$ cat src/design/vt4_pkg.sv
// Shared types and constants for the 4x4 vertex transform core.
`default_nettype none
package vt4_pkg;

  localparam int ELEM_W        = 32;
  localparam int VEC_LEN       = 4;
  localparam int ELEM_COUNT    = VEC_LEN * VEC_LEN;
  localparam int PAIR_COUNT    = ELEM_COUNT / 2;
  localparam int PAIR_IDX_W    = $clog2(PAIR_COUNT);
  localparam int CFG_DATA_W    = 2 * ELEM_W;
  localparam int CFG_BYTE_W    = $clog2(CFG_DATA_W / 8);
  localparam int CFG_ADDR_W    = PAIR_IDX_W + CFG_BYTE_W;
  localparam int FRAC_BITS_DEF = 16;
  localparam int PROD_W        = 2 * ELEM_W;
  localparam int PAIR_SUM_W    = PROD_W + 1;
  localparam int SUM_W         = PROD_W + 2;

  typedef logic signed [ELEM_W-1:0] elem_t;
  typedef logic [CFG_DATA_W-1:0]    cfg_word_t;

  typedef struct packed {
    logic signed [ELEM_W-1:0] vec_x;
    logic signed [ELEM_W-1:0] vec_y;
    logic signed [ELEM_W-1:0] vec_z;
    logic signed [ELEM_W-1:0] vec_w;
  } vec_item_t;

  typedef struct packed {
    logic signed [ELEM_W-1:0] out_x;
    logic signed [ELEM_W-1:0] out_y;
    logic signed [ELEM_W-1:0] out_z;
    logic signed [ELEM_W-1:0] out_w;
    logic                     overflow;
  } res_item_t;

endpackage
`default_nettype wire

$ cat src/design/vt4_regfile.sv
// APB-style register file holding the sixteen matrix elements.
`default_nettype none
module vt4_regfile
  import vt4_pkg::*;
#(
  parameter int FRAC_BITS = FRAC_BITS_DEF
) (
  input  wire logic                  clk,
  input  wire logic                  rst_n,
  input  wire logic                  psel,
  input  wire logic                  penable,
  input  wire logic                  pwrite,
  input  wire logic [CFG_ADDR_W-1:0] paddr,
  input  wire cfg_word_t             pwdata,
  output cfg_word_t                  prdata,
  output logic                       pready,
  output elem_t                      mat_elem [ELEM_COUNT]
);

  localparam cfg_word_t ONE_LO = cfg_word_t'(1) << FRAC_BITS;
  localparam cfg_word_t ONE_HI = ONE_LO << ELEM_W;

  cfg_word_t             pair_r [PAIR_COUNT];
  logic [PAIR_IDX_W-1:0] pair_idx;
  logic                  wr_en;

  assign pair_idx = paddr[CFG_ADDR_W-1:CFG_BYTE_W];
  assign pready   = 1'b1;
  assign wr_en    = psel & penable & pwrite & pready;
  assign prdata   = pair_r[pair_idx];

  always_ff @(posedge clk) begin
    if (!rst_n) begin
      for (int k = 0; k < PAIR_COUNT; k++) begin
        pair_r[k] <= (((2 * k) % (VEC_LEN + 1) == 0) ? ONE_LO : '0) |
                     (((2 * k + 1) % (VEC_LEN + 1) == 0) ? ONE_HI : '0);
      end
    end else if (wr_en) begin
      pair_r[pair_idx] <= pwdata;
    end
  end

  always_comb begin
    for (int e = 0; e < ELEM_COUNT; e++) begin
      if (e % 2 == 1) begin
        mat_elem[e] = pair_r[e / 2][CFG_DATA_W-1:ELEM_W];
      end else begin
        mat_elem[e] = pair_r[e / 2][ELEM_W-1:0];
      end
    end
  end

endmodule
`default_nettype wire

$ cat config.mk
export PLATFORM = sky130hd
export DESIGN_NAME = vt4_regfile
export DESIGN_NICKNAME = d
export VERILOG_FILES = /design/src/design/vt4_pkg.sv /design/src/design/vt4_regfile.sv
export SDC_FILE = /design/constraint.sdc
export NUM_CORES = 1
export LEC_CHECK = 0
export BUFFER_PORTS_ARGS = -buffer_cell sky130_fd_sc_hd__buf_2
export CORE_AREA = 2 2 251 253
export DETAILED_ROUTE_END_ITERATION = 10
export DIE_AREA = 0 0 253 255
export PLACE_DENSITY = 0.71
export SETUP_SLACK_MARGIN = 0.05
export SKIP_LAST_GASP = 1
export SLEW_MARGIN = 20
export SYNTH_ARGS = -nofsm -noshare
export SYNTH_HDL_FRONTEND = slang
export SYNTH_SLANG_ARGS = --single-unit
$ cat constraint.sdc
create_clock -name clk -period 3.4 [get_ports clk]
set_input_delay 0 -clock clk [delete_from_list [all_inputs] [get_ports clk]]
set_output_delay 0 -clock clk [all_outputs]
set_load 0.05 [all_outputs]
Word level (Yosys, flattened, before mapping)
Memory sizes are Yosys's and may differ from the RTL's. Cells that the tools add are included.

Flip-flop bits (word level): 0. RAM bits: 512. Logic and storage cells: 11. Memories kept: 1.

Multiplexer cells: 7. Bitwise operators: 2. Reduce and logical (&&, ||, !) cells: 1.

Memories: pair_r (words 8, bits a word 64, read ports 9, clocked after Yosys merged registers in 0, wr ports 8, RTL line vt4_regfile.sv:23) `cfg_word_t pair_r [PAIR_COUNT];`.

Operator list (count): 64-bit 2-to-1 mux (1); 64-bit OR reduction (1); 1-bit 2-to-1 mux (5); 3-bit 2-to-1 mux (1); 1-bit bitwise AND (2).

Longest topological paths before layout
Depth in word-level cells: 7. Gate-level depth with buffers: 6. Mapped depth without buffers: 3.

Worst setup path before layout
No wires, ideal clock.

Path type: input-to-reg. Start: input paddr[3]. End: memory pair_r[6][0] (netlist name) (enable). Setup time: 0.433 ns. Arrival: 2.368 ns. Path slack: 0.599 ns. Cell stages on the path: 5. Buffers on the path: 3. Path through: buf_2 buf_2 nor3_1 buf_2 nand2b_1.

RTL lines: start: declaration (RTL line vt4_regfile.sv:13) `input wire logic [CFG_ADDR_W-1:0] paddr,`; end: declaration (RTL line vt4_regfile.sv:23).

Final worst setup path
Start: input paddr[3]. End: output prdata[39].

Longest elaborated chain between the ends: 1.

Ends and longest elaborated chain: memory read 8 x 64 bit; end: declaration (RTL line vt4_regfile.sv:15) `output cfg_word_t prdata,`.

Every way passes these cells.

==> results.md <==
* Run status: complete, no violations
* Slew Limit Fails at 0
* Post-Syn Nets at 1,413
* GR Overflow Total at 0
* Most common cell in the synthesized netlist: edfxtp_1
* Slew @ Worst Pin at 1.117 ns
* Core region area at 0.06216 mm^2
* Routed vias/inst at 5.297
* Synth area leaders: edfxtp_1 67%, and2_1 14%, mux4_2 13%, mux2_2 3.1%, clkbuf_1 0.69%
* Synth unique cells at 26
* Max Fclk at 465.5 MHz
* CP Launch Type: input pin
* Peak supply drop at 0.4553 mV
* Crit end category: primary output
* Global placement routability congestion at 0.8516
* TritonCTS clock tree: built
* Setup TNS at 0 ns
* Resized cells post-CTS at 0
* Fin crit share at 0.6319
* CTS Root Cell: clkbuf_16
* Initial Utilization at 0.3673
* Crit-path max cell delay at 0.64 ns
* Total GRT Usage at 0.2304
* Htree depth at 2
* Yosys warning count at 0
* Largest register FFs at 512
* Async S/R FF share, synth at 0
* Most flop-heavy register: pair_r
* Crit-path cells: buf_8 -> buf_4 -> mux4_2 -> mux2_2 -> buf_2
* Post-Route WL at 77,280 um
* DP Wirelength at 47,750 um
* First drt pass iteration count at 5
* EDFF count, synth at 512
* Number of global-route vias before repair at 15.39k
* Number of synthesized register bits at 512
* Number of port buffers at 647
* Top cells by count, synth: 512 x edfxtp_1, 508 x and2_1, 127 x mux4_2
* Clock-pin slew on the worst setup and hold paths at 0.06 ns
* Worst Path Required at 3.40 ns
* Mapped Cells at 1,338
* Critical path type: in -> out
* Maximum number of pins on one net before global-route repair at 69
* Mean post-synth cell area at 17.06 um^2
* Synth top area share at 0.6735
* Drt drc at 0
* Horiz. Die Dim at 253 um
* Final min period at 2.148 ns
* Vias at 15.19k
* Setup-failing EPs final at 0
* Slew headroom at 0.2552
* DRT iter0 DRCs at 1,787
* Final hold vios at 0
* Total Nets Final at 2,113
* WP data arrival at 2.15 ns
* Synth Flop Type: edfxtp_1
* Synthesized area at 0.02283 mm^2
* Wire per inst at 26.95 um
* Crit-path leading delay family: buffers and inverters
* Final core area utilization at 0.4709
* Worst min path class: in -> reg
* Post-synthesis sequential area ratio at 0.6735
* Area Overhead vs Synth at 28.23%
* CP Max Fanout at 33
* Synth area leader: edfxtp_1
* Top flop regs: pair_r: 512 flops
* Die height at 255 um
* Clock Tree Buf Depth at 3
* Std cell rows at 92
* Post-CTS Setup Inserts at 0
* Clock Sinks at 512
* CTS Buf Count at 52
* Cts hold-fix bufs at 64
* Worst path buffer plus inverter count at 3
* IO Pins at 652
* Max_cap viols at 0
* Initial antenna violation count at 7
* Die area at 0.06452 mm^2
* ANT nets after route at 0
* First-pass GRT wire length at 107,300 um
* Share of post-route cells with drive strength above 1 at 0.4596
* Fillers at 5,383
* Critical-path top delay cell: mux4_2
* RSZ-0062 raised after global routing: no
* Leak at 11.34 nW
* Power Density at 548.5 mW/mm^2
metrics by stage:
step	instances	power [mW]	hold WS [ns]	cell area, um^2	setup slack, ns
global route	2867	16.46	0.02325	29270	1.132
finish	2868	16.06	0.04969	29270	1.252
detailed placement	2719	10.67	0.3565	27060	1.039
floorplan	1338	9.792	0.1778	22830	0.5994
CTS	2866	16.14	0.004258	29270	1.204
global placement	2719	10.64	0.3526	27060	1.048
where the power goes:
group / switching [mW] / internal, mW
sequential: 0.205 / 7.29
clock: 2.39 / 3.06
combinational: 2.36 / 0.759
cell families (layout without fill, tap and decap cells):
kind of cell | after synthesis | count (layout) | synth area share
and+or+nand+nor | 536 | 536 | 0.1468
DFF | 512 | 512 | 0.6735
muxes | 191 | 191 | 0.1568
buffers and inverters | 95 | 824 | 0.02160
AOI/OAI and AO/OA | 3 | 3 | 0.001096
other | 1 | 3 | 0.0001643
layer usage:
| layer | up-vias | track usage | routed length [um] |
|---|---|---|---|
| met5 | - | 0 | 12 |
| met4 | 2 | 0.07997 | 2283 |
| met3 | 144 | 0.04627 | 6775 |
| met2 | 921 | 0.3931 | 38820 |
| met1 | 7749 | 0.2937 | 29390 |
| li1 | 6375 | - | - |
cell type report:
class,count,area [um^2],area share
Antenna cell,2,5.005,0.0001710
Clock buffer,60,1353,0.04620
Clock inverter,23,212.7,0.007266
Inverter,1,3.754,0.0001282
Multi-Input combinational cell,731,7059,0.2412
Sequential cell,512,15370,0.5252
Tap cell,799,999.7,0.03415
Timing Repair Buffer,740,4265,0.1457
cells in the final DEF (no fill, tap or decap), drive strengths merged, types with 3 or more instances in the layout:
master,netlist,routed
clkbuf,62,60
nor3,4,4
nand2b,12,12
buf,32,676
and2,508,508
dlygate4sd3,0,64
bufinv,0,3
mux4,127,127
clkinv,0,15
inv,1,4
mux2,63,63
edfxtp,512,512
worst paths after layout:
| kind | to | cells after the start | from |
|---|---|---|---|
| max | prdata[39] | 5 | paddr[3] |
| min | pair_r[0][17] | 2 | rst_n |
(Power assumes the default switching activity.)
